===== config.mk =====
export PLATFORM = sky130hd
export DESIGN_NAME = chessboard_serial_message_parser_core
export DESIGN_NICKNAME = d
export VERILOG_FILES = /design/src/hw/rtl/csmp_pkg.sv /design/src/hw/rtl/csmp_fifo.sv /design/src/hw/rtl/csmp_front.sv /design/src/hw/rtl/csmp_back.sv /design/src/hw/rtl/chessboard_serial_message_parser_core.sv
export SDC_FILE = /design/constraint.sdc
export NUM_CORES = 1
export LEC_CHECK = 0
export BUFFER_PORTS_ARGS = -buffer_cell sky130_fd_sc_hd__clkbuf_2
export CORE_AREA = 2 2 210 150
export CTS_CLUSTER_DIAMETER = 100
export CTS_CLUSTER_SIZE = 30
export DETAILED_ROUTE_END_ITERATION = 10
export DIE_AREA = 0 0 212 152
export HOLD_SLACK_MARGIN = 0.08
export PLACE_DENSITY = 0.76
export REMOVE_ABC_BUFFERS = 1
export SETUP_SLACK_MARGIN = 0.5
export SYNTH_ARGS = -nofsm -noshare
export SYNTH_HDL_FRONTEND = slang
export SYNTH_SLANG_ARGS = --single-unit

===== constraint.sdc =====
create_clock -name clock -period 18.1 [get_ports clock]
set_input_delay 0.905 -clock clock [delete_from_list [all_inputs] [get_ports clock]]
set_output_delay 0.905 -clock clock [all_outputs]
set_load 0.05 [all_outputs]

===== src/hw/rtl/csmp_pkg.sv =====
// types, codes and helper functions of the chessboard serial message parser
`timescale 1ns / 1ps

package csmp_pkg;

   // operations passed from the framing front to the executing back
   typedef logic [2:0] op_code_type;
   localparam op_code_type OP_STRAY   = 3'd0;
   localparam op_code_type OP_BADLEN  = 3'd1;
   localparam op_code_type OP_START   = 3'd2;
   localparam op_code_type OP_UNKNOWN = 3'd3;
   localparam op_code_type OP_DUMP    = 3'd4;
   localparam op_code_type OP_FIELD   = 3'd5;
   localparam op_code_type OP_CLOCK   = 3'd6;

   // result kinds
   typedef logic [2:0] kind_type;
   localparam kind_type KIND_DUMP       = 3'd0;
   localparam kind_type KIND_CHANGE     = 3'd1;
   localparam kind_type KIND_CLOCK      = 3'd2;
   localparam kind_type KIND_STRAY      = 3'd3;
   localparam kind_type KIND_BAD_LENGTH = 3'd4;
   localparam kind_type KIND_UNKNOWN    = 3'd5;
   localparam kind_type KIND_BAD_SQUARE = 3'd6;

   typedef struct packed {
      op_code_type code;
      logic [5:0]  index;
      logic [7:0]  data;
   } op_type;

   typedef struct packed {
      kind_type          event_kind;
      logic [5:0]        square;
      logic signed [3:0] piece;
      logic [15:0]       black_seconds;
      logic [15:0]       white_seconds;
      logic              clock_running;
      logic              white_to_move;
      logic [7:0]        bad_value;
   } result_type;

   // rotation 0 flips rank order, rotation 1 flips file order
   function automatic logic [5:0] map_square(input logic [5:0] s, input logic rotated);
      return rotated ? (s ^ 6'd7) : (s ^ 6'd56);
   endfunction

   // board piece code to signed piece, codes above 12 are empty
   function automatic logic signed [3:0] map_piece(input logic [7:0] code);
      logic signed [3:0] p;
      p = 4'sd0;
      if (code[7:4] == 4'd0) begin
         case (code[3:0])
            4'd1:    p = 4'sd1;
            4'd2:    p = 4'sd6;
            4'd3:    p = 4'sd2;
            4'd4:    p = 4'sd5;
            4'd5:    p = 4'sd3;
            4'd6:    p = 4'sd7;
            4'd7:    p = -4'sd1;
            4'd8:    p = -4'sd6;
            4'd9:    p = -4'sd2;
            4'd10:   p = -4'sd5;
            4'd11:   p = -4'sd3;
            4'd12:   p = -4'sd7;
            default: p = 4'sd0;
         endcase
      end
      return p;
   endfunction

   // two bcd digits, nibbles above nine used as they are
   function automatic logic [7:0] bcd_value(input logic [7:0] b);
      return 8'({4'd0, b[7:4]} * 8'd10) + {4'd0, b[3:0]};
   endfunction

endpackage


===== src/hw/rtl/csmp_fifo.sv =====
// small register queue used between the parser stages and at the result side
`timescale 1ns / 1ps

module csmp_fifo #(
   parameter int WIDTH = 8,
   parameter int DEPTH = 2
) (
   input  logic             clock,
   input  logic             reset,
   input  logic             push,
   input  logic [WIDTH-1:0] push_data,
   input  logic             pop,
   output logic [WIDTH-1:0] pop_data,
   output logic             full,
   output logic             empty
);

   localparam int PTR_W = (DEPTH > 1) ? $clog2(DEPTH) : 1;
   localparam int CNT_W = $clog2(DEPTH + 1);

   logic [WIDTH-1:0] entries_ff [DEPTH];
   logic [PTR_W-1:0] wr_ptr_ff, wr_ptr_in;
   logic [PTR_W-1:0] rd_ptr_ff, rd_ptr_in;
   logic [CNT_W-1:0] count_ff, count_in;
   logic             do_push, do_pop;

   assign full    = (count_ff == CNT_W'(DEPTH));
   assign empty   = (count_ff == '0);
   assign do_push = push && !full;
   assign do_pop  = pop && !empty;
   assign pop_data = entries_ff[rd_ptr_ff];

   always_comb begin
      wr_ptr_in = wr_ptr_ff;
      rd_ptr_in = rd_ptr_ff;
      count_in  = count_ff;
      if (do_push) begin
         wr_ptr_in = (wr_ptr_ff == PTR_W'(DEPTH - 1)) ? '0 : wr_ptr_ff + 1'b1;
      end
      if (do_pop) begin
         rd_ptr_in = (rd_ptr_ff == PTR_W'(DEPTH - 1)) ? '0 : rd_ptr_ff + 1'b1;
      end
      if (do_push && !do_pop) begin
         count_in = count_ff + 1'b1;
      end else if (do_pop && !do_push) begin
         count_in = count_ff - 1'b1;
      end
   end

   always_ff @(posedge clock) begin
      if (reset) begin
         wr_ptr_ff <= '0;
         rd_ptr_ff <= '0;
         count_ff  <= '0;
      end else begin
         wr_ptr_ff <= wr_ptr_in;
         rd_ptr_ff <= rd_ptr_in;
         count_ff  <= count_in;
      end
   end

   always_ff @(posedge clock) begin
      if (do_push) begin
         entries_ff[wr_ptr_ff] <= push_data;
      end
   end

endmodule


===== src/hw/rtl/csmp_front.sv =====
// framing front: hunts headers, tracks length and payload position, classifies bytes
`timescale 1ns / 1ps

module csmp_front (
   input  logic            clock,
   input  logic            reset,
   input  logic            in_valid,
   input  logic [7:0]      rx_byte,
   output logic            op_valid,
   output csmp_pkg::op_type op
);

   import csmp_pkg::*;

   localparam logic [1:0] PH_HUNT    = 2'd0;
   localparam logic [1:0] PH_LEN_HI  = 2'd1;
   localparam logic [1:0] PH_LEN_LO  = 2'd2;
   localparam logic [1:0] PH_PAYLOAD = 2'd3;

   localparam logic [6:0] CMD_RESET  = 7'h00;
   localparam logic [6:0] CMD_DUMP   = 7'h06;
   localparam logic [6:0] CMD_CLOCK  = 7'h0d;
   localparam logic [6:0] CMD_FIELD  = 7'h0e;
   localparam logic [6:0] CMD_SERIAL = 7'h0f;
   localparam logic [6:0] CMD_TRADE  = 7'h11;
   localparam logic [6:0] CMD_VER    = 7'h12;
   localparam logic [6:0] CMD_LONG   = 7'h13;

   logic [1:0]  phase_ff, phase_in;
   logic [6:0]  command_ff, command_in;
   logic [7:0]  length_high_ff, length_high_in;
   logic [15:0] remaining_ff, remaining_in;
   logic [6:0]  index_ff, index_in;      // saturates at 64
   logic [15:0] length;
   logic        known;

   always_comb begin
      length = {1'b0, length_high_ff, 7'd0} + {8'd0, rx_byte};
      known  = command_ff inside {CMD_RESET, CMD_DUMP, CMD_CLOCK, CMD_FIELD,
                                  CMD_SERIAL, CMD_TRADE, CMD_VER, CMD_LONG};

      phase_in       = phase_ff;
      command_in     = command_ff;
      length_high_in = length_high_ff;
      remaining_in   = remaining_ff;
      index_in       = index_ff;
      op_valid       = 1'b0;
      op.code        = OP_STRAY;
      op.index       = index_ff[5:0];
      op.data        = rx_byte;

      if (in_valid) begin
         case (phase_ff)
            PH_HUNT: begin
               if (!rx_byte[7]) begin
                  op_valid = 1'b1;
                  op.code  = OP_STRAY;
               end else begin
                  command_in = rx_byte[6:0];
                  phase_in   = PH_LEN_HI;
               end
            end
            PH_LEN_HI: begin
               length_high_in = rx_byte;
               phase_in       = PH_LEN_LO;
            end
            PH_LEN_LO: begin
               op_valid = 1'b1;
               if (length < 16'd3) begin
                  op.code  = OP_BADLEN;
                  phase_in = PH_HUNT;
               end else begin
                  remaining_in = length - 16'd3;
                  index_in     = '0;
                  phase_in     = (length == 16'd3) ? PH_HUNT : PH_PAYLOAD;
                  op.code      = known ? OP_START : OP_UNKNOWN;
                  op.data      = {1'b0, command_ff};
               end
            end
            PH_PAYLOAD: begin
               remaining_in = remaining_ff - 1'b1;
               if (remaining_ff == 16'd1) begin
                  phase_in = PH_HUNT;
               end
               if (!index_ff[6]) begin
                  index_in = index_ff + 1'b1;
               end
               // only bytes that a command still uses go on
               if (command_ff == CMD_DUMP && !index_ff[6]) begin
                  op_valid = 1'b1;
                  op.code  = OP_DUMP;
               end else if (command_ff == CMD_FIELD && index_ff < 7'd2) begin
                  op_valid = 1'b1;
                  op.code  = OP_FIELD;
               end else if (command_ff == CMD_CLOCK && index_ff < 7'd7) begin
                  op_valid = 1'b1;
                  op.code  = OP_CLOCK;
               end
            end
            default: begin
               phase_in = PH_HUNT;
            end
         endcase
      end
   end

   always_ff @(posedge clock) begin
      if (reset) begin
         phase_ff       <= PH_HUNT;
         command_ff     <= '0;
         length_high_ff <= '0;
         remaining_ff   <= '0;
         index_ff       <= '0;
      end else begin
         phase_ff       <= phase_in;
         command_ff     <= command_in;
         length_high_ff <= length_high_in;
         remaining_ff   <= remaining_in;
         index_ff       <= index_in;
      end
   end

endmodule


===== src/hw/rtl/csmp_back.sv =====
// executing back: clock accumulation, field update tracking and result forming
`timescale 1ns / 1ps

module csmp_back (
   input  logic                clock,
   input  logic                reset,
   input  logic                board_rotated,
   input  logic                op_valid,
   input  csmp_pkg::op_type    op,
   output logic                op_ready,
   input  logic                res_full,
   output logic                res_valid,
   output csmp_pkg::result_type res
);

   import csmp_pkg::*;

   logic [15:0] black_ff, black_in;
   logic [15:0] white_ff, white_in;
   logic [5:0]  pending_ff, pending_in;
   logic        failed_ff, failed_in;
   logic [7:0]  digits;
   logic        take;

   assign op_ready = !res_full;
   assign take     = op_valid && !res_full;

   always_comb begin
      digits     = bcd_value(op.data);
      black_in   = black_ff;
      white_in   = white_ff;
      pending_in = pending_ff;
      failed_in  = failed_ff;
      res_valid  = 1'b0;
      res        = '0;

      if (take) begin
         case (op.code)
            OP_STRAY: begin
               res_valid      = 1'b1;
               res.event_kind = KIND_STRAY;
               res.bad_value  = op.data;
            end
            OP_BADLEN: begin
               res_valid      = 1'b1;
               res.event_kind = KIND_BAD_LENGTH;
               res.bad_value  = op.data;
            end
            OP_START: begin
               black_in  = '0;
               white_in  = '0;
               failed_in = 1'b0;
            end
            OP_UNKNOWN: begin
               black_in       = '0;
               white_in       = '0;
               failed_in      = 1'b0;
               res_valid      = 1'b1;
               res.event_kind = KIND_UNKNOWN;
               res.bad_value  = op.data;
            end
            OP_DUMP: begin
               res_valid      = 1'b1;
               res.event_kind = KIND_DUMP;
               res.square     = map_square(op.index, board_rotated);
               res.piece      = map_piece(op.data);
            end
            OP_FIELD: begin
               if (op.index == 6'd0) begin
                  if (op.data > 8'd63) begin
                     failed_in      = 1'b1;
                     res_valid      = 1'b1;
                     res.event_kind = KIND_BAD_SQUARE;
                     res.bad_value  = op.data;
                  end else begin
                     pending_in = op.data[5:0];
                  end
               end else if (!failed_ff) begin
                  res_valid      = 1'b1;
                  res.event_kind = KIND_CHANGE;
                  res.square     = map_square(pending_ff, board_rotated);
                  res.piece      = map_piece(op.data);
               end
            end
            OP_CLOCK: begin
               case (op.index)
                  6'd0: black_in = 16'({12'd0, digits[3:0]} * 16'd3600);
                  6'd1: black_in = black_ff + 16'({8'd0, digits} * 16'd60);
                  6'd2: black_in = black_ff + {8'd0, digits};
                  6'd3: white_in = 16'({12'd0, digits[3:0]} * 16'd3600);
                  6'd4: white_in = white_ff + 16'({8'd0, digits} * 16'd60);
                  6'd5: white_in = white_ff + {8'd0, digits};
                  default: begin
                     res_valid         = 1'b1;
                     res.event_kind    = KIND_CLOCK;
                     res.black_seconds = black_ff;
                     res.white_seconds = white_ff;
                     res.clock_running = op.data[0];
                     res.white_to_move = op.data[1];
                  end
               endcase
            end
            default: begin
               res_valid = 1'b0;
            end
         endcase
      end
   end

   always_ff @(posedge clock) begin
      if (reset) begin
         black_ff   <= '0;
         white_ff   <= '0;
         pending_ff <= '0;
         failed_ff  <= 1'b0;
      end else begin
         black_ff   <= black_in;
         white_ff   <= white_in;
         pending_ff <= pending_in;
         failed_ff  <= failed_in;
      end
   end

endmodule


===== src/hw/rtl/chessboard_serial_message_parser_core.sv =====
// top level of the chessboard serial message parser
`timescale 1ns / 1ps
// takes one received byte per cycle, sustained, as long as the command queue has room
// a request's result reaches the rsp ports through the front into the command queue,
// then through the back into the result queue
// synchronous active-high reset clears parse state, both queues and the rotation setting

module chessboard_serial_message_parser_core #(
   parameter int CMD_QUEUE_DEPTH    = 2,
   parameter int RESULT_QUEUE_DEPTH = 2
) (
   input  logic              clock,
   input  logic              reset,

   // request side
   input  logic              push,
   output logic              full,
   input  logic [7:0]        req_rx_byte,

   // result side
   output logic              empty,
   input  logic              pop,
   output logic [2:0]        rsp_event_kind,
   output logic [5:0]        rsp_square,
   output logic signed [3:0] rsp_piece,
   output logic [15:0]       rsp_black_seconds,
   output logic [15:0]       rsp_white_seconds,
   output logic              rsp_clock_running,
   output logic              rsp_white_to_move,
   output logic [7:0]        rsp_bad_value,

   // configuration port
   input  logic              psel,
   input  logic              penable,
   input  logic              pwrite,
   input  logic [2:0]        paddr,
   input  logic [31:0]       pwdata,
   output logic [31:0]       prdata,
   output logic              pready
);

   import csmp_pkg::*;

   // rotation register, word 0 of the register map
   logic rotated_ff, rotated_in;
   logic csr_write;

   // front to command queue
   logic   req_take;
   logic   front_valid;
   op_type front_op;

   // command queue to back
   op_type cmd_head;
   logic   cmd_empty;
   logic   back_ready;

   // back to result queue
   logic       res_valid;
   logic       res_full;
   result_type res_entry;
   result_type res_head;

   // configuration port, no wait states
   assign pready    = 1'b1;
   assign csr_write = psel && penable && pwrite && (paddr[2] == 1'b0);
   assign rotated_in = csr_write ? pwdata[0] : rotated_ff;
   assign prdata    = (paddr[2] == 1'b0) ? {31'd0, rotated_ff} : 32'd0;

   always_ff @(posedge clock) begin
      if (reset) begin
         rotated_ff <= 1'b0;
      end else begin
         rotated_ff <= rotated_in;
      end
   end

   // a request is taken whenever the command queue has room
   assign req_take = push && !full;

   // front: framing and classification of each received byte
   csmp_front u_front (
      .clock    (clock),
      .reset    (reset),
      .in_valid (req_take),
      .rx_byte  (req_rx_byte),
      .op_valid (front_valid),
      .op       (front_op)
   );

   // command queue decouples framing from execution
   csmp_fifo #(
      .WIDTH ($bits(op_type)),
      .DEPTH (CMD_QUEUE_DEPTH)
   ) u_cmd_queue (
      .clock     (clock),
      .reset     (reset),
      .push      (front_valid),
      .push_data (front_op),
      .pop       (back_ready),
      .pop_data  (cmd_head),
      .full      (full),
      .empty     (cmd_empty)
   );

   // back: carries out one queued operation per cycle while results have room
   csmp_back u_back (
      .clock         (clock),
      .reset         (reset),
      .board_rotated (rotated_ff),
      .op_valid      (!cmd_empty),
      .op            (cmd_head),
      .op_ready      (back_ready),
      .res_full      (res_full),
      .res_valid     (res_valid),
      .res           (res_entry)
   );

   // result queue holds finished results until popped
   csmp_fifo #(
      .WIDTH ($bits(result_type)),
      .DEPTH (RESULT_QUEUE_DEPTH)
   ) u_res_queue (
      .clock     (clock),
      .reset     (reset),
      .push      (res_valid),
      .push_data (res_entry),
      .pop       (pop),
      .pop_data  (res_head),
      .full      (res_full),
      .empty     (empty)
   );

   // oldest result on the ports
   assign rsp_event_kind    = res_head.event_kind;
   assign rsp_square        = res_head.square;
   assign rsp_piece         = res_head.piece;
   assign rsp_black_seconds = res_head.black_seconds;
   assign rsp_white_seconds = res_head.white_seconds;
   assign rsp_clock_running = res_head.clock_running;
   assign rsp_white_to_move = res_head.white_to_move;
   assign rsp_bad_value     = res_head.bad_value;

endmodule


==> results list, run 1 <==
- The flow ran to the end, and the final reports show no timing, DRC or antenna violations.
- Leaving out fill and tap cells, the most frequent cell in the layout is sky130_fd_sc_hd__nor2_1.
* # clock sinks: 234
* Post-Route Setup TNS: 0 ns
* Hold buffer count at cts: 0
* Area Growth Syn to Fin: 7.035%
* Post-synthesis register bit count: 234
* Buffer depth of the longest clock path: 3
- Summed over all nets, the half-perimeter wirelength after detailed placement is 27820 µm.
- Final count of negative-setup-slack endpoints: 0
- Counting flops with a built-in enable in the synthesized netlist gives 144.
* Global-route met2 utilization: 0.3603
- For this configuration, the core starts out at a cell density of 0.4903.
- Detailed-route DRC error count: 0
- Setup repair after global routing left no endpoint under its margin.
* Global-route wire length before repair: 61370 µm
* Number of placement rows: 54
* Simple-gate portion of the synthesized area: 0.1625
* Fraction of met1 tracks used by global routing: 0.3528
* Area share of fa/ha/maj cells after synthesis: 0.09245
- Wire length reported by the detailed router: 38350 µm
- WL/cell: 19.12 µm
- Buffers added to address setup during post-CTS repair amount to 0.
* Post-CTS sizing: 0
- Slew at the pin closest to its max-slew limit: 0.9829 ns
* Maximum number of pins on one net before global-route repair: 56
* Grt met3 use: 0.03576
- For the final database, setup skew stands at 0.04565 ns.
- Initial antenna violation count: 0
- The share of the Yosys chip area taken by registers is 0.4100.
- The floorplan step set the die height to 152 µm.
* Ys Warns: 0
* Top_reg_cell synth: sky130_fd_sc_hd__edfxtp_1
- First DRT Iteration DRCs: 1315
- For the worst setup path, the data arrival time is 8.37 ns.
- Yosys mapped the design onto 89 distinct sky130hd cell types.
- For this run, the total global-route usage over all layers was measured as 0.2355.
- The share of the synthesized area in compound gates (AO/OA/AOI/OAI) was 0.1703.
* Die outline width: 212 µm
* Classification of the worst setup path: reg -> reg
- Busiest metal layer after global routing: met2
- At the later pin of the worst-skew pair, clock insertion delay measures 0.51 ns.
- The routed design could run at a clock period as short as 8.004 ns.
* Num ports: 140
* Average instance area after synthesis: 9.746 µm²
- STA classifies the critical path endpoint as a register.
- After clock tree synthesis, the clock-pin slew on the worst setup and hold paths is 0.11 ns.
- Total number of H-tree levels: 1
* Number of vias per cell after detailed routing: 6.011
- Share of synthesized area spent on multiplexers: 0.07495
- Of the available clock period, the critical path in the final layout requires 0.4422.
- Critical path startpoint category: register
* Final layout net count: 1728
* Filler cells: 2708
* Area of the core: 0.03047 mm²
- TritonCTS built the clock tree.
- Number of global-route vias before repair: 11423
- In this run the tightest slew margin relative to its limit is 0.3448.
* XOR/XNOR share of the synthesized area: 0.04045
* Detailed Routing Iterations Pass 1: 6
- Via count of the routed design: 12058
- Clock root cell: sky130_fd_sc_hd__clkbuf_16
* Port-buffer cells: 74
- Worst-path maximum fanout: 44
- Max-cap viol count: 0
- Hold Violations, Final: 0
- Highest-count cells in the layout ignoring fill and taps: sky130_fd_sc_hd__nor2_1 (150), sky130_fd_sc_hd__edfxtp_1 (144), sky130_fd_sc_hd__nand2_1 (101), sky130_fd_sc_hd__o21ai_0 (92), sky130_fd_sc_hd__dfxtp_1 (89)
- Clock buffers created by TritonCTS: 12
- Routability-driven placement finished with a final weighted congestion of 0.9274.
- Worst min-delay path class: reg -> reg
- Dominant combinational cell family by area after synthesis: compound AO/OA/AOI/OAI gates
* Fmax achieved: 124.9 MHz
* Share of post-route cells with drive strength above 1: 0.1274
- The total overflow left after global routing is 0.
- Antenna-violating nets left: 0
- Critical Path RT: 18.47 ns
* Floorplan die area: 0.03222 mm²
* Share of synthesized registers carrying an async set or reset: 0
- Cell area after synthesis: 0.01494 mm²
- After detailed placement, the total cell area comes to 0.01559 mm².
* Ant diodes: 0
* Max-slew violation count: 0
- Post-route standard cell area excluding fillers: 0.01599 mm²
- Synthesis handed over a netlist of 1533 instances.
==> sequential cells by signal, indices dropped and copies added (netlist names), 6 cells and up, named ones only <==
register,flops
u_back.pending_ff,6
u_back.white_ff,16
u_cmd_queue.entries_ff,34
u_front.index_ff,7
u_res_queue.entries_ff,110
u_front.length_high_ff,8
u_front.remaining_ff,16
u_front.command_ff,7
u_back.black_ff,16
==> logic make-up after synthesis <==
logic type               Yosys count
flip-flops                       234
AND/OR/NAND/NOR                  489
XOR/XNOR                          69
adder cells (fa/ha/maj)          100
multiplexers                     103
AO/OA/AOI/OAI                    383
buffers and inverters            153
other                              2
==> worst paths after layout <==
path,from,slack (ns),depth (start not counted),end
worst max-delay path,register,10.10,23,u_back.black_ff[14]
worst min-delay path,u_back.black_ff[0],0.48,2,u_back.black_ff[0]
worst max register to register,register,10.10,23,u_back.black_ff[14]
worst min register to register,u_back.black_ff[0],0.48,2,u_back.black_ff[0]
==> synth_stat cells, types with 7 or more instances <==
cell type / instances / area share
sky130_fd_sc_hd__a211oi_1: 27 / 0.014
sky130_fd_sc_hd__a21o_1: 20 / 0.010
sky130_fd_sc_hd__a21oi_1: 86 / 0.029
sky130_fd_sc_hd__a221oi_1: 8 / 0.0047
sky130_fd_sc_hd__a22oi_1: 16 / 0.0080
sky130_fd_sc_hd__a31oi_1: 14 / 0.0059
sky130_fd_sc_hd__a41oi_1: 7 / 0.0041
sky130_fd_sc_hd__and2_1: 39 / 0.016
sky130_fd_sc_hd__and3_1: 15 / 0.0063
sky130_fd_sc_hd__buf_4: 35 / 0.018
sky130_fd_sc_hd__clkbuf_1: 39 / 0.0098
sky130_fd_sc_hd__dfxtp_1: 90 / 0.12
sky130_fd_sc_hd__edfxtp_1: 144 / 0.29
sky130_fd_sc_hd__fa_1: 18 / 0.024
sky130_fd_sc_hd__ha_1: 80 / 0.067
sky130_fd_sc_hd__inv_1: 66 / 0.017
sky130_fd_sc_hd__mux2_2: 71 / 0.054
sky130_fd_sc_hd__mux2i_1: 32 / 0.021
sky130_fd_sc_hd__nand2_1: 101 / 0.025
sky130_fd_sc_hd__nand2b_1: 13 / 0.0054
sky130_fd_sc_hd__nand3_1: 38 / 0.013
sky130_fd_sc_hd__nor2_1: 150 / 0.038
sky130_fd_sc_hd__nor2b_1: 16 / 0.0067
sky130_fd_sc_hd__nor3_1: 50 / 0.017
sky130_fd_sc_hd__o211ai_1: 7 / 0.0035
sky130_fd_sc_hd__o21a_1: 15 / 0.0075
sky130_fd_sc_hd__o21ai_0: 92 / 0.031
sky130_fd_sc_hd__o21bai_1: 7 / 0.0035
sky130_fd_sc_hd__o22ai_1: 7 / 0.0029
sky130_fd_sc_hd__o31ai_1: 10 / 0.0050
sky130_fd_sc_hd__or3_1: 19 / 0.0080
sky130_fd_sc_hd__xnor2_1: 42 / 0.025
sky130_fd_sc_hd__xor2_1: 27 / 0.016
==> stage by stage <==
stage / utilization / instances / hold WS, ns / worst slack (ns)
5_1_grt: 0.5248 / 2006 / 0.5120 / 9.742
3_3_place_gp: 0.5117 / 1986 / 0.4595 / 10.48
3_5_place_dp: 0.5117 / 1986 / 0.4676 / 10.38
2_1_floorplan: - / 1477 / 0.4379 / 10.86
4_1_cts: 0.5248 / 2006 / 0.4842 / 10.31
6_report: 0.5248 / 2006 / 0.4821 / 10.10
==> area by class of cell <==
cell class | count | area [µm²] | share of cell area
clock buffer | 17 | 361.6 | 0.02261
timing repair buffer | 89 | 483.0 | 0.03020
tap | 420 | 525.5 | 0.03286
clock inverter | 3 | 36.28 | 0.002269
multi-input combinational | 1176 | 8207 | 0.5132
inverter | 67 | 251.5 | 0.01573
sequential | 234 | 6127 | 0.3831
==> per-layer routing <==
layer  wire length, µm  vias to the layer above
li1                  -                     5685
met1             17870                     5828
met2             16720                      490
met3              3022                       55
met4               743                        0
met5                 0                        -
==> critical path, cell delays in order (launching register included) <==
cell	delay [ns]
sky130_fd_sc_hd__dfxtp_1	0.33
sky130_fd_sc_hd__buf_4	0.40
sky130_fd_sc_hd__mux2i_1	0.78
sky130_fd_sc_hd__inv_1	0.24
sky130_fd_sc_hd__ha_1	0.29
sky130_fd_sc_hd__inv_1	0.07
sky130_fd_sc_hd__fa_1	0.57
sky130_fd_sc_hd__inv_1	0.48
sky130_fd_sc_hd__fa_1	0.57
sky130_fd_sc_hd__fa_1	0.49
sky130_fd_sc_hd__ha_1	0.29
sky130_fd_sc_hd__a21o_1	0.18
sky130_fd_sc_hd__a21oi_1	0.23
sky130_fd_sc_hd__nor2b_1	0.08
sky130_fd_sc_hd__o21a_1	0.18
sky130_fd_sc_hd__o41ai_1	0.45
sky130_fd_sc_hd__o21ai_0	0.21
sky130_fd_sc_hd__xnor2_1	0.61
sky130_fd_sc_hd__ha_1	0.41
sky130_fd_sc_hd__o21a_1	0.14
sky130_fd_sc_hd__o31a_1	0.10
sky130_fd_sc_hd__a311oi_1	0.34
sky130_fd_sc_hd__o32ai_1	0.15
sky130_fd_sc_hd__a22o_1	0.26
Power of run 1 is left out: the tool's default activity adds up to more than one toggle a clock period on the data nets, which glitch-free logic cannot reach.
==> run 2: changes to the inputs <==
Clock period 18.1 ns to 8.2 ns, I/O delays scaled along.
==> run 2 against run 1 <==
  * Critical path depth up 4
  * Register-to-register slack worse by 9.0 ns
  * Via count down 1.2%
  * Routed wire length down 2.5%
  * Final cell count about the same
  * Die area unchanged
  * Utilization down 0.19 points
  * Global-route usage down 0.74 points
  * Highest routed layer unchanged
  * Maximum frequency up 13%
==> results list, run 2 (same netlist as run 1, synthesis figures left out) <==
- 140 I/O pins were placed.
- Area Growth Syn to Fin: 6.641%
- Setup violations remaining at the end of the flow were counted as 0.
* Area of the core: 0.03047 mm²
- Filler cells: 2720
- Measured along the y axis, the die boundary spans 152 µm.
- Total number of H-tree levels: 1
- Leaving out fill and tap cells, the most frequent cell in the layout is sky130_fd_sc_hd__nor2_1.
* Min Tclk post-route: 7.059 ns
* Floorplan die area: 0.03222 mm²
- Critical Path RT: 8.58 ns
* Detailed-route DRC error count: 0
* Number of vias per cell after detailed routing: 5.943
- Post-detail-place hpwl: 27520 µm
- Fmax achieved: 141.7 MHz
- Classification of the worst setup path: reg -> reg
- Critical path startpoint category: register
* Max-slew violation count: 0
- The first detailed-routing pass ran for 5 iterations.
- Setup repair after global routing missed its margin: false
- Final global-route overflow total: 0
* First DRT Iteration DRCs: 1103
- The detail route stage leaves a number of antenna-violating nets equal to 0.
- Port-buffer cells: 74
- Of the available clock period, the critical path in the final layout requires 0.8608.
* Final setup skew: 0.01191 ns
* Result of the run: finished, final reports clean
- 0 antenna diodes ended up in the layout.
* Sequential cell area: 0.006127 mm²
- Clock root cell: sky130_fd_sc_hd__clkbuf_16
* Multi-input gate area in the final layout: 0.008207 mm²
- Highest cell delay on the worst timing path: 0.63 ns
- The via count of the first global-routing pass was 11071.
- The number of buffers and inverters on the critical path is 5.
- Of all nets on the critical path, the largest fanout is 43.
- Largest register FFs: 110
- Clock buffers created by TritonCTS: 11
- Slew at the pin closest to its max-slew limit: 1.005 ns
* GRT Overall Usage: 0.2280
- WL/cell: 18.65 µm
* Initial antenna violation count: 0
- The clock passes through at most 3 buffers.
- In the final layout, the share of cells above drive strength 1 is 0.1263.
- Wire length reported by the detailed router: 37380 µm
* Register with the highest flop count: u_res_queue.entries_ff
* Kind of cell adding the most delay to the critical path: adder cells
* Via count of the routed design: 11910
* Largest registers ranked by flip-flop count: u_res_queue.entries_ff: 110 flops, u_cmd_queue.entries_ff: 34 flops
* Post-Route Setup TNS: 0 ns
* Number of placement rows: 54
- Slowest cell on crit path: sky130_fd_sc_hd__fa_1
* Final layout net count: 1729
- At the later pin of the worst-skew pair, clock insertion delay measures 0.49 ns.
- The initial utilization of the core area, before any placement, comes to 0.4903.
- STA classifies the critical path endpoint as a register.
- The final hold violation count came to 0.
- Global-route wire length before repair: 59310 µm
* Clock-pin transition on the worst setup and hold timing paths: 0.11 ns
- The floorplan step set the die width to 212 µm.
- In this run the worst hold path is classified as in -> reg.
- Entering global routing, the biggest net connects 65 pins.
* Final estimated routing congestion in global placement: 0.9465
* Clock tree from TritonCTS: done
- The top cell types in the final layout, fill and taps aside, are sky130_fd_sc_hd__nor2_1 (150), sky130_fd_sc_hd__edfxtp_1 (144), sky130_fd_sc_hd__nand2_1 (101), sky130_fd_sc_hd__o21ai_0 (92), sky130_fd_sc_hd__dfxtp_1 (89).
- Max-cap viol count: 0
* Slew HR: 0.3286
- Worst path arrival time: 7.44 ns
- # clock sinks: 234
[run 2: cell count changes in the layout (fill, tap and decap cells not counted), sizes merged]
cell / previous run / this run
bufinv: 0 / 1
inv: 68 / 66
buf: 16 / 18
clkbuf: 90 / 87
[run 2: path summary, 6_finish.rpt]
kind	cells past startpoint	end	from	slack, ns
setup / recovery	27	u_back.black_ff[14]	register	1.14
hold / removal	3	rotated_ff	pwdata[0]	0.16
setup reg to reg	27	u_back.black_ff[14]	register	1.14
hold reg to reg	2	u_back.pending_ff[5]	u_back.pending_ff[5]	0.49
[run 2: routing by layer]
| layer | GRT usage | share of wire | vias up | wire length (µm) |
|---|---|---|---|---|
| met4 | 0.05533 | 0.025 | 0 | 923 |
| met5 | 0 | 0 | - | 0 |
| met3 | 0.03783 | 0.080 | 70 | 2991 |
| li1 | - | - | 5681 | - |
| met1 | 0.3402 | 0.47 | 5719 | 17440 |
| met2 | 0.3444 | 0.43 | 440 | 16020 |
[run 2: final cells by class]
type | count | area share
multi-input cells | 1176 | 0.5151
flip-flops and latches | 234 | 0.3846
well taps | 420 | 0.03298
repair buffers | 91 | 0.03149
clock buffers | 14 | 0.01798
inverters | 67 | 0.01578
clock inverters | 2 | 0.002120
[run 2: worst register-to-register path, stage by stage (launching register included)]
cell and delay [ns]:
sky130_fd_sc_hd__dfxtp_1 0.38, sky130_fd_sc_hd__buf_6 0.32, sky130_fd_sc_hd__mux2i_1 0.14, sky130_fd_sc_hd__buf_4 0.18, sky130_fd_sc_hd__inv_1 0.12, sky130_fd_sc_hd__ha_1 0.19
sky130_fd_sc_hd__inv_1 0.06, sky130_fd_sc_hd__fa_1 0.40, sky130_fd_sc_hd__xnor2_1 0.16, sky130_fd_sc_hd__xnor2_1 0.25, sky130_fd_sc_hd__inv_1 0.19, sky130_fd_sc_hd__fa_1 0.63
sky130_fd_sc_hd__fa_1 0.44, sky130_fd_sc_hd__ha_1 0.35, sky130_fd_sc_hd__nor2b_1 0.14, sky130_fd_sc_hd__o21ai_0 0.16, sky130_fd_sc_hd__nand2b_1 0.11, sky130_fd_sc_hd__a21o_1 0.18
sky130_fd_sc_hd__a21oi_1 0.22, sky130_fd_sc_hd__o21ai_0 0.16, sky130_fd_sc_hd__xor2_1 0.42, sky130_fd_sc_hd__ha_1 0.42, sky130_fd_sc_hd__a21o_1 0.21, sky130_fd_sc_hd__a22oi_1 0.15
sky130_fd_sc_hd__a21oi_1 0.08, sky130_fd_sc_hd__a311oi_1 0.47, sky130_fd_sc_hd__o32ai_1 0.17, sky130_fd_sc_hd__a22o_1 0.25
[run 2: timing repair]
item,in CTS,in global routing
endpoints found under the setup margin,0,1
gates resized for setup,0,1
hold buffers,0,0
buffers inserted,0,0
[run 2: per-stage QoR]
stage | hold slack (ns) | instance area, µm² | worst slack, ns | cells | utilization
floorplan | 0.4379 | 14580 | 0.9636 | 1477 | -
global placement | 0.4627 | 15610 | 1.233 | 1988 | 0.5122
detailed placement | 0.4710 | 15610 | 1.158 | 1988 | 0.5122
CTS | 0.1534 | 15930 | 1.127 | 2004 | 0.5227
global route | 0.1843 | 15930 | 0.5803 | 2004 | 0.5229
finish | 0.1596 | 15930 | 1.141 | 2004 | 0.5229
Power of run 2 is left out for the same reason.
